==> config.mk <==
export PLATFORM = sky130hd
export DESIGN_NAME = in_sync_replica_tracker_flat
export DESIGN_NICKNAME = d
export VERILOG_FILES = /design/src/isrt_pkg.sv /design/src/isrt_if.sv /design/src/isrt_cell.sv /design/src/in_sync_replica_tracker.sv /design/src/flat_wrapper.sv
export SDC_FILE = /design/constraint.sdc
export NUM_CORES = 1
export LEC_CHECK = 0
export BUFFER_PORTS_ARGS = -buffer_cell sky130_fd_sc_hd__buf_2
export CAP_MARGIN = 20
export CORE_MARGIN = 3
export CORE_UTILIZATION = 50
export CTS_CLUSTER_DIAMETER = 50
export DETAILED_ROUTE_END_ITERATION = 10
export PLACE_DENSITY = 0.71
export REMOVE_ABC_BUFFERS = 1
export SETUP_SLACK_MARGIN = 0.2
export SYNTH_ARGS = -nofsm -noshare
export SYNTH_HDL_FRONTEND = slang
export SYNTH_SLANG_ARGS = --single-unit
==> constraint.sdc <==
create_clock -name i_clk -period 38 [get_ports i_clk]
set_input_delay 7.6 -clock i_clk [delete_from_list [all_inputs] [get_ports i_clk]]
set_output_delay 7.6 -clock i_clk [all_outputs]
set_load 0.005 [all_outputs]
==> src/isrt_pkg.sv <==
// ----------------------------------------------------------------------------
// isrt_pkg: shared types and codes of the in-sync replica tracker
// Input kinds, status codes, register indexes and the word layouts.
// ----------------------------------------------------------------------------
package isrt_pkg;

    localparam logic [2:0] K_ADD      = 3'd0;
    localparam logic [2:0] K_REMOVE   = 3'd1;
    localparam logic [2:0] K_PROGRESS = 3'd2;
    localparam logic [2:0] K_SELECT   = 3'd3;
    localparam logic [2:0] K_MAINT    = 3'd4;
    localparam logic [2:0] K_TICK     = 3'd5;
    // unused kind, leaves every entry as it is
    localparam logic [2:0] K_NOP      = 3'd7;

    localparam logic [1:0] ST_OK      = 2'd0;
    localparam logic [1:0] ST_FULL    = 2'd1;
    localparam logic [1:0] ST_UNKNOWN = 2'd2;

    localparam logic [1:0] REG_MAX_LAG     = 2'd0;
    localparam logic [1:0] REG_ACK_TIMEOUT = 2'd1;
    localparam logic [1:0] REG_MIN_IN_SYNC = 2'd2;

    typedef struct packed {
        logic [2:0]  kind;
        logic [63:0] node_key;
        logic [63:0] persisted_pos;
        logic [63:0] leader_pos;
    } t_in_word;

    typedef struct packed {
        logic [1:0]  status;
        logic        write_allowed;
        logic [63:0] committed_pos;
        logic [63:0] min_replica_pos;
        logic [8:0]  in_sync_count;
        logic [8:0]  replica_count;
    } t_out_word;

    // entry contents handed from cell to cell
    typedef struct packed {
        logic        valid;
        logic        in_sync;
        logic [63:0] node;
        logic [63:0] persisted;
        logic [31:0] age;
    } t_entry;

    // control broadcast to every cell during one pass
    typedef struct packed {
        logic        shift;
        logic [2:0]  kind;
        logic [63:0] key;
        logic [63:0] pos;
        logic [63:0] leader;
        logic [63:0] max_lag;
        logic [31:0] ack_timeout;
        logic        free_take;
    } t_cell_ctl;

endpackage

==> src/isrt_if.sv <==
// ----------------------------------------------------------------------------
// isrt_if: valid/ready channel
// Carries one word of type T from a source to a sink.
// ----------------------------------------------------------------------------
interface isrt_if #(parameter type T = logic) ();
    logic valid;
    logic ready;
    T     data;
    modport source (output valid, output data, input ready);
    modport sink   (input valid, input data, output ready);
endinterface

==> src/isrt_cell.sv <==
// ----------------------------------------------------------------------------
// isrt_cell: one replica slot of the rotating table
// Takes the entry of its neighbor each pass cycle; the head cell applies the op.
// ----------------------------------------------------------------------------
module isrt_cell (
    input  logic                i_clk,
    input  logic                i_rst_n,
    input  logic                i_head,
    input  isrt_pkg::t_cell_ctl i_ctl,
    input  isrt_pkg::t_entry    i_prev,
    output isrt_pkg::t_entry    o_entry
);
    import isrt_pkg::*;

    t_entry r_e, n_e, w_op;
    logic [63:0] w_lag;

    // apply the operation to the entry passing the head
    always_comb begin
        w_op  = i_prev;
        w_lag = (i_ctl.leader > i_prev.persisted) ? i_ctl.leader - i_prev.persisted : 64'd0;
        if (i_prev.valid) begin
            case (i_ctl.kind)
                K_ADD: if (i_prev.node == i_ctl.key) begin
                    w_op.age = 32'd0;
                    w_op.in_sync = 1'b0;
                end
                K_REMOVE: if (i_prev.node == i_ctl.key) begin
                    w_op.valid = 1'b0;
                    w_op.in_sync = 1'b0;
                end
                K_PROGRESS: if (i_prev.node == i_ctl.key) begin
                    if (i_ctl.pos > i_prev.persisted) w_op.persisted = i_ctl.pos;
                    w_op.age = 32'd0;
                end
                K_SELECT: w_op.in_sync = (w_lag <= i_ctl.max_lag);
                K_MAINT:  w_op.in_sync = (w_lag <= i_ctl.max_lag) &&
                                         (i_prev.age <= i_ctl.ack_timeout);
                K_TICK:   if (i_prev.age != 32'hFFFF_FFFF) w_op.age = i_prev.age + 32'd1;
                default: ;
            endcase
        end else if (i_ctl.free_take) begin
            w_op.valid     = 1'b1;
            w_op.in_sync   = 1'b0;
            w_op.node      = i_ctl.key;
            w_op.persisted = 64'd0;
            w_op.age       = 32'd0;
        end
        n_e = r_e;
        if (i_ctl.shift) n_e = i_head ? w_op : i_prev;
    end

    always_ff @(posedge i_clk) begin
        if (!i_rst_n) begin
            r_e.valid   <= 1'b0;
            r_e.in_sync <= 1'b0;
        end else begin
            r_e.valid   <= n_e.valid;
            r_e.in_sync <= n_e.in_sync;
        end
        r_e.node      <= n_e.node;
        r_e.persisted <= n_e.persisted;
        r_e.age       <= n_e.age;
    end

    assign o_entry = r_e;
endmodule

==> src/in_sync_replica_tracker.sv <==
// ----------------------------------------------------------------------------
// in_sync_replica_tracker: table of replicas with in-sync set and commit point
// A ring of slot cells rotates twice per word; the head applies the op.
// ----------------------------------------------------------------------------
// From accept to result: one ring turn to look up the key, one turn plus
// a fold step to apply the op, and the load into the output register.
// One word is handled at a time; a new word is taken in idle, once the last
// result is loaded, also while that result waits in the output register.
// Reset clears valid and in-sync marks of all slots at once and loads the
// register defaults; no clearing pass.
module in_sync_replica_tracker #(
    parameter int TABLE_ENTRIES = 16
) (
    input  logic                 i_clk,
    input  logic                 i_rst_n,
    input  logic                 i_cfg_we,
    input  logic [1:0]           i_cfg_index,
    input  logic [63:0]          i_cfg_data,
    isrt_if.sink                 in_ch,
    isrt_if.source               out_ch
);
    import isrt_pkg::*;

    localparam int CW = $clog2(TABLE_ENTRIES + 1);

    localparam logic [1:0] S_IDLE = 2'd0;
    localparam logic [1:0] S_SCAN = 2'd1;
    localparam logic [1:0] S_APPLY = 2'd2;
    localparam logic [1:0] S_OUT = 2'd3;

    logic [63:0] r_max_lag;
    logic [31:0] r_ack;
    logic [8:0]  r_min_sync;
    logic [1:0]  r_state;
    logic [CW-1:0] r_cnt;
    t_in_word    r_in;
    logic        r_found, r_any_free;
    logic [1:0]  w_status;
    logic        r_taken;
    logic [8:0]  r_nsync, r_nvalid;
    logic [63:0] r_commit, r_minpos;
    logic        r_ovalid;
    t_out_word   r_out;
    t_out_word   w_out;
    logic        w_load;

    t_entry    w_e [TABLE_ENTRIES];
    t_cell_ctl w_ctl;
    t_entry    w_head_new;

    // config registers
    always_ff @(posedge i_clk) begin
        if (!i_rst_n) begin
            r_max_lag  <= 64'd0;
            r_ack      <= 32'd1000;
            r_min_sync <= 9'd1;
        end else if (i_cfg_we) begin
            case (i_cfg_index)
                REG_MAX_LAG:     r_max_lag  <= i_cfg_data;
                REG_ACK_TIMEOUT: r_ack      <= i_cfg_data[31:0];
                REG_MIN_IN_SYNC: r_min_sync <= i_cfg_data[8:0];
                default: ;
            endcase
        end
    end

    // broadcast control
    always_comb begin
        w_ctl.shift       = (r_state == S_SCAN) ||
                            ((r_state == S_APPLY) && (r_cnt != CW'(TABLE_ENTRIES)));
        w_ctl.kind        = (r_state == S_APPLY) ? r_in.kind : K_NOP;
        w_ctl.key         = r_in.node_key;
        w_ctl.pos         = r_in.persisted_pos;
        w_ctl.leader      = r_in.leader_pos;
        w_ctl.max_lag     = r_max_lag;
        w_ctl.ack_timeout = r_ack;
        w_ctl.free_take   = (r_state == S_APPLY) && (r_in.kind == K_ADD) && !r_found &&
                            !r_taken;
    end

    // ring of cells; cell 0 takes from the last cell and applies the op
    for (genvar g = 0; g < TABLE_ENTRIES; g++) begin : g_cell
        isrt_cell u_cell (
            .i_clk   (i_clk),
            .i_rst_n (i_rst_n),
            .i_head  (g == 0),
            .i_ctl   (w_ctl),
            .i_prev  (w_e[(g + TABLE_ENTRIES - 1) % TABLE_ENTRIES]),
            .o_entry (w_e[g])
        );
    end

    // entry the head wrote last cycle, as cell 0 now holds it
    assign w_head_new = w_e[0];

    // sequencer and summary fold
    always_ff @(posedge i_clk) begin
        if (!i_rst_n) begin
            r_state  <= S_IDLE;
            r_cnt    <= '0;
        end else begin
            case (r_state)
                S_IDLE: if (in_ch.valid) begin
                    r_in       <= in_ch.data;
                    r_found    <= 1'b0;
                    r_any_free <= 1'b0;
                    r_cnt      <= '0;
                    r_state    <= S_SCAN;
                end
                S_SCAN: begin
                    // look at the entry moving into the head
                    if (w_e[TABLE_ENTRIES-1].valid &&
                        w_e[TABLE_ENTRIES-1].node == r_in.node_key) r_found <= 1'b1;
                    if (!w_e[TABLE_ENTRIES-1].valid) r_any_free <= 1'b1;
                    if (r_cnt == CW'(TABLE_ENTRIES - 1)) begin
                        r_cnt    <= '0;
                        r_taken  <= 1'b0;
                        r_nsync  <= '0;
                        r_nvalid <= '0;
                        r_commit <= '1;
                        r_minpos <= '1;
                        r_state  <= S_APPLY;
                    end else begin
                        r_cnt <= r_cnt + CW'(1);
                    end
                end
                S_APPLY: begin
                    if (w_ctl.free_take && !w_e[TABLE_ENTRIES-1].valid) r_taken <= 1'b1;
                    // fold the entry written last cycle into cell 0
                    if (r_cnt != '0 && w_head_new.valid) begin
                        r_nvalid <= r_nvalid + 9'd1;
                        if (w_head_new.persisted < r_minpos) r_minpos <= w_head_new.persisted;
                        if (w_head_new.in_sync) begin
                            r_nsync <= r_nsync + 9'd1;
                            if (w_head_new.persisted < r_commit)
                                r_commit <= w_head_new.persisted;
                        end
                    end
                    if (r_cnt == CW'(TABLE_ENTRIES)) begin
                        r_state <= S_OUT;
                    end else begin
                        r_cnt <= r_cnt + CW'(1);
                    end
                end
                S_OUT: if (w_load) begin
                    r_state <= S_IDLE;
                end
                default: r_state <= S_IDLE;
            endcase
        end
    end

    // shift during the fold tail must stop after one full turn
    // (the last APPLY cycle, cnt == TABLE_ENTRIES, only folds)

    always_comb begin
        w_status = ST_OK;
        if ((r_in.kind == K_ADD) && !r_found && !r_any_free) w_status = ST_FULL;
        if (((r_in.kind == K_REMOVE) || (r_in.kind == K_PROGRESS)) && !r_found)
            w_status = ST_UNKNOWN;
        w_out.status          = w_status;
        w_out.write_allowed   = (r_nsync >= r_min_sync);
        w_out.committed_pos   = (r_nsync == '0) ? 64'd0 : r_commit;
        w_out.min_replica_pos = (r_nvalid == '0) ? 64'd0 : r_minpos;
        w_out.in_sync_count   = r_nsync;
        w_out.replica_count   = r_nvalid;
    end

    // result register, loaded when empty or emptied this cycle
    assign w_load = (r_state == S_OUT) && (!r_ovalid || out_ch.ready);

    always_ff @(posedge i_clk) begin
        if (!i_rst_n) begin
            r_ovalid <= 1'b0;
        end else if (w_load) begin
            r_ovalid <= 1'b1;
        end else if (out_ch.ready) begin
            r_ovalid <= 1'b0;
        end
    end

    always_ff @(posedge i_clk) begin
        if (w_load) begin
            r_out <= w_out;
        end
    end

    assign in_ch.ready  = (r_state == S_IDLE);
    assign out_ch.valid = r_ovalid;
    assign out_ch.data  = r_out;
endmodule

==> src/flat_wrapper.sv <==
// flat-port wrapper written by rule: the top's interface ports become plain ports
module in_sync_replica_tracker_flat import isrt_pkg::*;
#(
    parameter int TABLE_ENTRIES = 16
)
  (i_clk, i_rst_n, i_cfg_we, i_cfg_index, i_cfg_data, in_ch_valid, in_ch_data, in_ch_ready, out_ch_valid, out_ch_data, out_ch_ready);
  isrt_if in_ch_i ();
  isrt_if out_ch_i ();
  input  logic i_clk;
  input  logic i_rst_n;
  input  logic i_cfg_we;
  input  logic [1:0] i_cfg_index;
  input  logic [63:0] i_cfg_data;
  input wire logic [$bits(in_ch_i.valid)-1:0] in_ch_valid;
  input wire logic [$bits(in_ch_i.data)-1:0] in_ch_data;
  output wire logic [$bits(in_ch_i.ready)-1:0] in_ch_ready;
  output wire logic [$bits(out_ch_i.valid)-1:0] out_ch_valid;
  output wire logic [$bits(out_ch_i.data)-1:0] out_ch_data;
  input wire logic [$bits(out_ch_i.ready)-1:0] out_ch_ready;
  assign in_ch_i.valid = in_ch_valid;
  assign in_ch_i.data = in_ch_data;
  assign in_ch_ready = in_ch_i.ready;
  assign out_ch_valid = out_ch_i.valid;
  assign out_ch_data = out_ch_i.data;
  assign out_ch_i.ready = out_ch_ready;
  in_sync_replica_tracker #(.TABLE_ENTRIES(TABLE_ENTRIES)) u_core (.i_clk(i_clk), .i_rst_n(i_rst_n), .i_cfg_we(i_cfg_we), .i_cfg_index(i_cfg_index), .i_cfg_data(i_cfg_data), .in_ch(in_ch_i), .out_ch(out_ch_i));
endmodule
* Word level (Yosys, flattened, before mapping) *
Cells that the tools add are included.

storage, ports and cells
  output and inout port bits = 3
  flip-flop bits (word level) = 2,709
  logic and storage cells = 186

cells by class
  add/subtract/negate cells = 4
  multiplexer cells = 36
  $lt $le $gt $ge = 4
  equal/unequal tests = 21
  reductions and logical operators = 31

operators by type and width
  cell                   count
  $mux 64                4
  $mux 96                2
  $mux 162               1
  $pmux 32 s3            1
  $gt 1x64->1            1
  $gt 1x64->1 const A    1
  $le 64x64->1           1
  $logic_not 64->1       1
  $mux 32                2
  $sub 1x64->64          1
  $add 32x1->32 const B  1
  $le 32x32->1           1
  $ne 32x32->1 const B   1
  $mux 9                 2
  $pmux 9 s2             1
  $reduce_and 4->1       4
  $mux 5                 3
  $pmux 5 s3             1
  $ne 2x2->1 const B     7
  $mux 2                 6
  $add 9x1->9 const B    1
  $logic_and 1x1->1      8
  $mux 1                 8
  $pmux 2 s4             1
  22 further kinds       36

* Logic depth before layout (Yosys ltp) *
Gate-level depths: netlist (run 1).

  depth after elaboration = 6
  mapped depth = 8
  depth with buffers taken out = 8

* By module *
From an unflattened synthesis (run 1), not the netlist that was laid out.

unflattened totals
  cell total of the unflattened synthesis = 29,775
  area, all modules = 266,795.9 µm²

modules (own cells, without submodules)
  module                                     area each (µm²)  cells an instance  seq. area each (µm²)  instances
  isrt_cell at u_core.g_cell[11].u_cell ...  16,388.2         1,825              4,844.6               8
  isrt_cell at u_core.g_cell[0].u_cell ...   16,321.9         1,805              4,844.6               4
  isrt_cell at u_core.g_cell[9].u_cell       17,021.3         1,999              4,844.6               1
  isrt_cell at u_core.g_cell[13].u_cell      16,535.9         1,805              4,844.6               1
  isrt_cell at u_core.g_cell[8].u_cell       16,320.7         1,812              4,844.6               1
  isrt_cell at u_core.g_cell[7].u_cell       16,244.3         1,807              4,844.6               1
  in_sync_replica_tracker                    4,280.4          532                2,232.1               1

* Worst setup path before layout (run 1) *
Ideal clock, no wire load.

  path type = flip-flop to flip-flop
  start = register u_core.r_state[0]
  end = register u_core.g_cell[0].u_cell.r_e, in the netlist u_core.g_cell[0].u_cell.o_entry[100], enable pin
  required time = 37.049 ns
  setup slack = 24.243 ns
  stages on the path, launching flop included = 7
  setup time = 0.951 ns
  arrival = 12.805 ns
  buffers on the path = 2
  path through = dfxtp_1 inv_1 ha_1 buf_2 a21oi_4 inv_2 buf_2

RTL lines
  element                   line                            text
  start: declaration        in_sync_replica_tracker.sv:34   logic [1:0] r_state;
  start signal: assignment  in_sync_replica_tracker.sv:99   r_state <= S_IDLE;
  start signal: assignment  in_sync_replica_tracker.sv:108  r_state <= S_SCAN;
  start signal: assignment  in_sync_replica_tracker.sv:122  r_state <= S_APPLY;
  end: declaration          isrt_cell.sv:15                 t_entry r_e, n_e, w_op;

* Final worst setup path (run 1) *
  start = register u_core.r_state[0]
  end = output port in_ch_ready

on the way
  cells in the longest elaborated chain, start to end = 1

RTL lines
  element           line                            text
  $logic_not 2->1   in_sync_replica_tracker.sv:188  assign in_ch.ready = (r_state == S_IDLE);
  end: declaration  flat_wrapper.sv:16              output wire logic [$bits(in_ch_i.ready)-1:0] in_ch_ready;

No other way between the ends.

==> run_results.csv, run 1 <==
group,metric,value,unit
power,combPwrFrac,10.1,%
cells_and_area,layout_commonest_cell,"edfxtp_1",
sta,slew-limit-headroom,23.8,%
clocking,clock-root-buffer,"clkbuf_16",
critical_path,cp.required,30.40,ns
detailed_routing,wl,42400,um
hold_path,min_path_cells,0,
sta,finClkSkew,0.0274,ns
critical_path,end_kind,"output port",
floorplanning,die_h,262,um
clocking,hold_buffers,0,
global_route,track_usage,12.5,%
detailed_routing,drtPass1Iterations,6,
cells_and_area,final_nets,1457,
yosys,avgSynthCellArea,25.7,um^2
clocking,clock_sinks,1052,
yosys,netlist_instances,1272,
hold_path,min_path_type,"register to register",
critical_path,critPathMaxStageDelay,0.40,ns
detailed_routing,drc,0,
yosys,synth_top_area_share,94.4,%
yosys,synth_area,32700,um^2
cells_and_area,register_area,31400,um^2
power,seq_power_share,64.8,%
detailed_routing,ant_nets,0,
placement,gp_congestion,0.749,
sta,fin_crit,9.14,ns
critical_path,crit_fanout,4,
global_route,grt_pass1_wl,65600,um
global_route,grt_pass1_vias,11300,
placement,portBuffers,6,
power,p_leak,12.0,nW
yosys,synth_warnings,0,
floorplanning,initial_core_util,50.6,%
yosys,synth.area.top_cells,"edfxtp_1, dfxtp_1, nor2b_1, nand2_1, ha_1",
power,peakVddDrop,0.0914,mV
sta,setup_violations,0,
detailed_routing,routedWlPerCell,18.3,um
power,switching_power,924,uW
floorplanning,coreArea,64600,um^2
cells_and_area,areaGrowthSynthToFinish,13.3,%
floorplanning,die_x,262,um
cells_and_area,drive_gt1_share,11.6,%
critical_path,ff2ff_path_depth,7,
sta,tightest_slew,1.14,ns
global_route,antenna_found_initial,0,
detailed_routing,vias,11600,
power,swShare,24.8,%
yosys,yosysTopAreaCell,"edfxtp_1",
sta,finalMaxSlewViolations,0,
sta,period_share,24.1,%
yosys,ys_types,35,
clocking,numCtsBuffers,97,
clocking,cts_max_level,3,
detailed_routing,first_iter_violations,1275,
global_route,overflow,0,
placement,place_hpwl,19300,um
critical_path,critPathArrivalTime,1.54,ns
clocking,ctsResizeCount,0,
clocking,postCtsSetupRepairBufs,0,
floorplanning,die_area,68500,um^2
clocking,cts_tree,"built",
critical_path,crit_type,"register to output port",
sta,hold_viol_final,0,
detailed_routing,drt-vias-per-instance,5.03,
flow_run,cap_violations,0,
critical_path,crit_path_top_delay_cell,"dfxtp_1",
cells_and_area,fill_cells,4468,
power,power.total,3.72,mW
clocking,worstSkewPairLatency,0.64,ns
power,cellPowerDensity,101,nW/um^2
sta,grt_setup_unrepaired,"false",
floorplanning,rows,93,
critical_path,crit_chain,"inv_1 -> ha_1 -> buf_2",
clocking,clk_path_buf_depth,3,
global_route,grt_max_degree,222,
power,p_clk_share,25.1,%
run_status,status,"complete, no violations",
yosys,yosysSeqAreaShare,95.9,%
floorplanning,ios,75,
sta,fin_tns_setup,0,ns
sta,max_freq,0.109,GHz
cells_and_area,multi_input_area,1250,um^2
power,internal_power,2.80,mW
critical_path,cp-start-kind,"register",
clocking,cts.clk_slew.worst_paths,0.06,ns
yosys,ys_seq_elements,1052,
cells_and_area,final_cell_mix,"edfxtp_1, clkbuf_16, nor2b_1",
-- metrics by stage --
stage / util (%) / area (um^2) / setup WS (ns) / hold WS (ns) / std cells
global placement: 52.4 / 33800 / 28.73 / 0.401 / 2129
floorplan: - / 32600 / 25.03 / 0.400 / 1260
CTS: 57.2 / 37000 / 28.82 / 0.393 / 2309
finish: 57.3 / 37000 / 28.86 / 0.399 / 2313
detailed placement: 52.4 / 33800 / 28.66 / 0.405 / 2129
global route: 57.3 / 37000 / 28.77 / 0.397 / 2312
-- routing by layer --
layer	part of all wire, %	track usage [%]	up-vias	wire [um]
li1	-	-	5279	-
met1	51	20.2	6045	21500
met2	43	16.8	231	18100
met3	4.2	2.97	89	1760
met4	2.4	4.39	0	1030
met5	0	0	-	0
-- synth_stat cells --
cell type	instances
a2111oi_0	1
a2111oi_4	1
a211o_1	1
a211oi_1	2
a211oi_4	1
a21oi_1	20
a21oi_4	1
a32o_1	1
and2b_1	1
and3b_1	1
and4bb_4	1
buf_2	9
clkbuf_1	3
dfxtp_1	24
edfxtp_1	1028
ha_1	9
inv_1	8
inv_2	1
mux2i_1	1
nand2_1	36
nand3_1	5
nand4_1	5
nand4b_1	1
nand4bb_4	1
nor2_1	12
nor2b_1	67
nor3_1	4
nor3b_1	1
nor4_1	13
nor4b_1	3
o21a_1	1
o21ai_0	4
o21ai_1	2
or3_1	2
or4_1	1
-- final timing paths --
path / from / slack, ns / to
worst max-delay path: u_core.r_state[0]$_SDFFE_PN0P_ / 28.86 / in_ch_ready
worst min-delay path: u_core.g_cell[2].u_cell.o_entry[129]$_DFFE_PP_ / 0.40 / u_core.g_cell[3].u_cell.o_entry[129]$_DFFE_PP_
worst max register to register: u_core.r_state[0]$_SDFFE_PN0P_ / 33.02 / u_core.g_cell[11].u_cell.o_entry[107]$_DFFE_PP_
worst min register to register: u_core.g_cell[2].u_cell.o_entry[129]$_DFFE_PP_ / 0.40 / u_core.g_cell[3].u_cell.o_entry[129]$_DFFE_PP_
-- sequential cells by signal, summed over array words and instances, names as in the netlist --
register	flops
u_core.g_cell.u_cell.o_entry	1040
u_core.r_cnt	5
u_core.r_state	2
u_core.out_ch.data	1
u_core.out_ch.valid	1
u_core.r_found	1
u_core.r_nvalid	1
u_core.r_taken	1
-- final cells by class --
type / instances / share of cell area (%)
flip-flops and latches: 1052 / 84.6
clock buffers: 113 / 6.72
multi-input cells: 199 / 3.38
well taps: 855 / 2.89
clock inverters: 67 / 1.71
repair buffers: 17 / 0.534
inverters: 9 / 0.111
diodes: 1 / 0.00676
-- worst max-delay path: cells and delay by family, from the launching register on --
kind,cells,cell delay [ns]
DFF,1,0.40
buffers and inverters,2,0.25
adders and majority gates,1,0.25
-- power groups by stage --
stage	clock network (mW)	registers [mW]	logic (mW)
6_report	0.935	2.41	0.377
2_1_floorplan	0	2.65	0.261
3_5_place_dp	0	2.42	0.372
4_1_cts	0.965	2.43	0.370
3_3_place_gp	0	2.39	0.352
5_1_grt	1.01	2.47	0.423
-- cell families (layout without fill, tap and decap cells) --
logic type	Yosys count	after routing	share of synthesized area, %
flops	1052	1052	95.9
mux	1	1	0.0306
buf+inv	21	206	0.276
simple gates	154	154	2.69
fa+ha+maj	9	9	0.345
other cells	0	1	0
compound gates	35	35	0.746
(Power assumes the default switching activity.)
==> run 2, diff against run 1 <==
--- a/config.mk
+++ b/config.mk
@@ -11,7 +11,7 @@
 export CORE_UTILIZATION = 50
 export CTS_CLUSTER_DIAMETER = 50
 export DETAILED_ROUTE_END_ITERATION = 10
-export PLACE_DENSITY = 0.71
+export PLACE_DENSITY = 0.74
 export REMOVE_ABC_BUFFERS = 1
 export SETUP_SLACK_MARGIN = 0.2
 export SYNTH_ARGS = -nofsm -noshare
==> constraint.sdc (replaced) <==
create_clock -name i_clk -period 7.8 [get_ports i_clk]
set_input_delay 1.56 -clock i_clk [delete_from_list [all_inputs] [get_ports i_clk]]
set_output_delay 1.56 -clock i_clk [all_outputs]
set_load 0.005 [all_outputs]
==> run 2 against run 1 <==
Against the previous run:
- sequential power rose to 4.9 times the previous value
- clock-buffer cell count increased by 13
- first-iteration DRC count up 8.9%
- critical path depth up 3
- worst setup slack worse by 25 ns
- worst hold slack lost 0.0069 ns
- total power increased to 4.9 times the previous value
- non-clock buffer count is 1 higher
- routed wire length increased by 4.5%
- sequential cell count stayed put
- sequential share of layout area fell by 0.25 points
- highest routed layer unchanged
==> run_results.csv, run 2 (synthesis gave the netlist of run 1 again) <==
group,metric,value,unit
run_status,status,"complete, no violations",
flow_run,cap_violations,0,
cells_and_area,final_nets,1457,
sta,setup_violations,0,
detailed_routing,drc,0,
clocking,clock-root-buffer,"clkbuf_16",
power,p_leak,12.0,nW
critical_path,crit_path_top_delay_cell,"buf_4",
floorplanning,die_x,262,um
floorplanning,initial_core_util,50.6,%
global_route,gr-usage-met2,18.3,%
global_route,grt-busiest-layer,"met1",
clocking,cts_tree,"built",
detailed_routing,routedWlPerCell,19.1,um
clocking,cts.clk_slew.worst_paths,0.07,ns
placement,gp_congestion,0.740,
global_route,overflow,0,
global_route,grtUsageMet3,2.98,%
critical_path,crit_type,"register to register",
critical_path,cp-start-kind,"register",
hold_path,min_path_type,"register to register",
cells_and_area,layout_commonest_cell,"edfxtp_1",
critical_path,path_common_cell,"buf_4",
critical_path,critPathMaxStageDelay,0.77,ns
detailed_routing,drt-vias-per-instance,5.08,
sta,fin_tns_setup,0,ns
sta,hold_viol_final,0,
floorplanning,ios,75,
power,cellPowerDensity,495,nW/um^2
global_route,grt_max_degree,227,
global_route,met1_usage,20.5,%
critical_path,reg2reg_from,"u_core.r_state[0]$_SDFFE_PN0P_",
cells_and_area,stdcell_area,37100,um^2
placement,place_area,33900,um^2
critical_path,cp_top_family,"buffers and inverters",
clocking,clock_sinks,1052,
detailed_routing,vias,11800,
sta,tightest_slew,1.22,ns
placement,place_hpwl,19200,um
critical_path,crit_chain,"inv_1 -> ha_1 -> a21oi_4 -> inv_8 -> buf_4 -> buf_4",
detailed_routing,ant_nets,0,
critical_path,critPathArrivalTime,4.24,ns
sta,finClkSkew,0.0448,ns
sta,period_share,51.2,%
global_route,grt_pass1_wl,68200,um
global_route,antenna_found_initial,3,
detailed_routing,first_iter_violations,1389,
clocking,numCtsBuffers,96,
clocking,postCtsSetupRepairBufs,0,
sta,max_freq,0.251,GHz
critical_path,critPathBufInv,4,
floorplanning,rows,93,
cells_and_area,final_cell_mix,"edfxtp_1, clkbuf_16, nor2b_1",
clocking,hold_buffers,0,
sta,finalMaxSlewViolations,0,
clocking,worstSkewPairLatency,0.64,ns
global_route,grt_pass1_vias,11700,
sta,timing.hold.ws,0.392,ns
power,power.total,18.4,mW
detailed_routing,wl,44300,um
floorplanning,die_h,262,um
critical_path,cp.required,8.05,ns
critical_path,crit_fanout,151,
detailed_routing,drtPass1Iterations,7,
cells_and_area,largest_reg_flops,1040,
floorplanning,die_area,68500,um^2
critical_path,end_kind,"register",
sta,grt_setup_unrepaired,"false",
sta,slew-limit-headroom,18.5,%
global_route,track_usage,13.1,%
cells_and_area,drive_gt1_share,11.3,%
sta,fin_crit,3.99,ns
power,peakVddDrop,0.490,mV
clocking,ctsResizeCount,0,
placement,portBuffers,6,
cells_and_area,areaGrowthSynthToFinish,13.6,%
hold_path,hp-start,"u_core.g_cell[4].u_cell.o_entry[107]$_DFFE_PP_",
clocking,clk_path_buf_depth,3,
floorplanning,coreArea,64600,um^2
clocking,cts_max_level,3,
critical_path,cp-startpoint,"u_core.r_state[0]$_SDFFE_PN0P_",
## run 2: changes by cell type in the layout (fill, tap and decap cells not counted), sizes merged
cell and delta:
buf +1, bufinv +5, clkbuf +13, clkinv -20
clkinvlp +2, inv -1
## run 2: area by class of cell
class	instances	area [um^2]
antenna	1	2.50
clock buffer	126	2620
clock inverter	53	646
fill	4347	27400
inverter	9	41.3
multi-input combinational	199	1250
sequential	1052	31400
tap	855	1070
timing repair buffer	18	165
## run 2: layer usage
metal	wire length, um	vias to the layer above	part of all wire, %
met1	21700	6093	49
met4	1040	0	2.4
li1	-	5260	-
met5	0	-	0
met3	2040	104	4.6
met2	19500	294	44
## run 2: stage by stage
stage | instances | util, % | setup slack [ns]
after floorplan | 1260 | - | -5.17
after global placement | 2132 | 52.4 | 4.06
after detailed placement | 2132 | 52.4 | 3.78
after CTS | 2311 | 57.5 | 3.76
after global routing | 2312 | 57.5 | 3.45
final | 2313 | 57.5 | 3.81
## run 2: worst paths after layout
kind | to | slack, ns | depth (start not counted)
max | u_core.g_cell[5].u_cell.o_entry[109]$_DFFE_PP_ | 3.81 | 6
min | u_core.g_cell[5].u_cell.o_entry[107]$_DFFE_PP_ | 0.39 | 0
max reg2reg | u_core.g_cell[5].u_cell.o_entry[109]$_DFFE_PP_ | 3.81 | 6
min reg2reg | u_core.g_cell[5].u_cell.o_entry[107]$_DFFE_PP_ | 0.39 | 0
## run 2: power breakdown
group / internal [mW] / switching, mW
Clock: 2.81 / 1.96
Sequential: 10.8 / 0.974
Combinational: 0.235 / 1.59
Total: 13.9 / 4.53
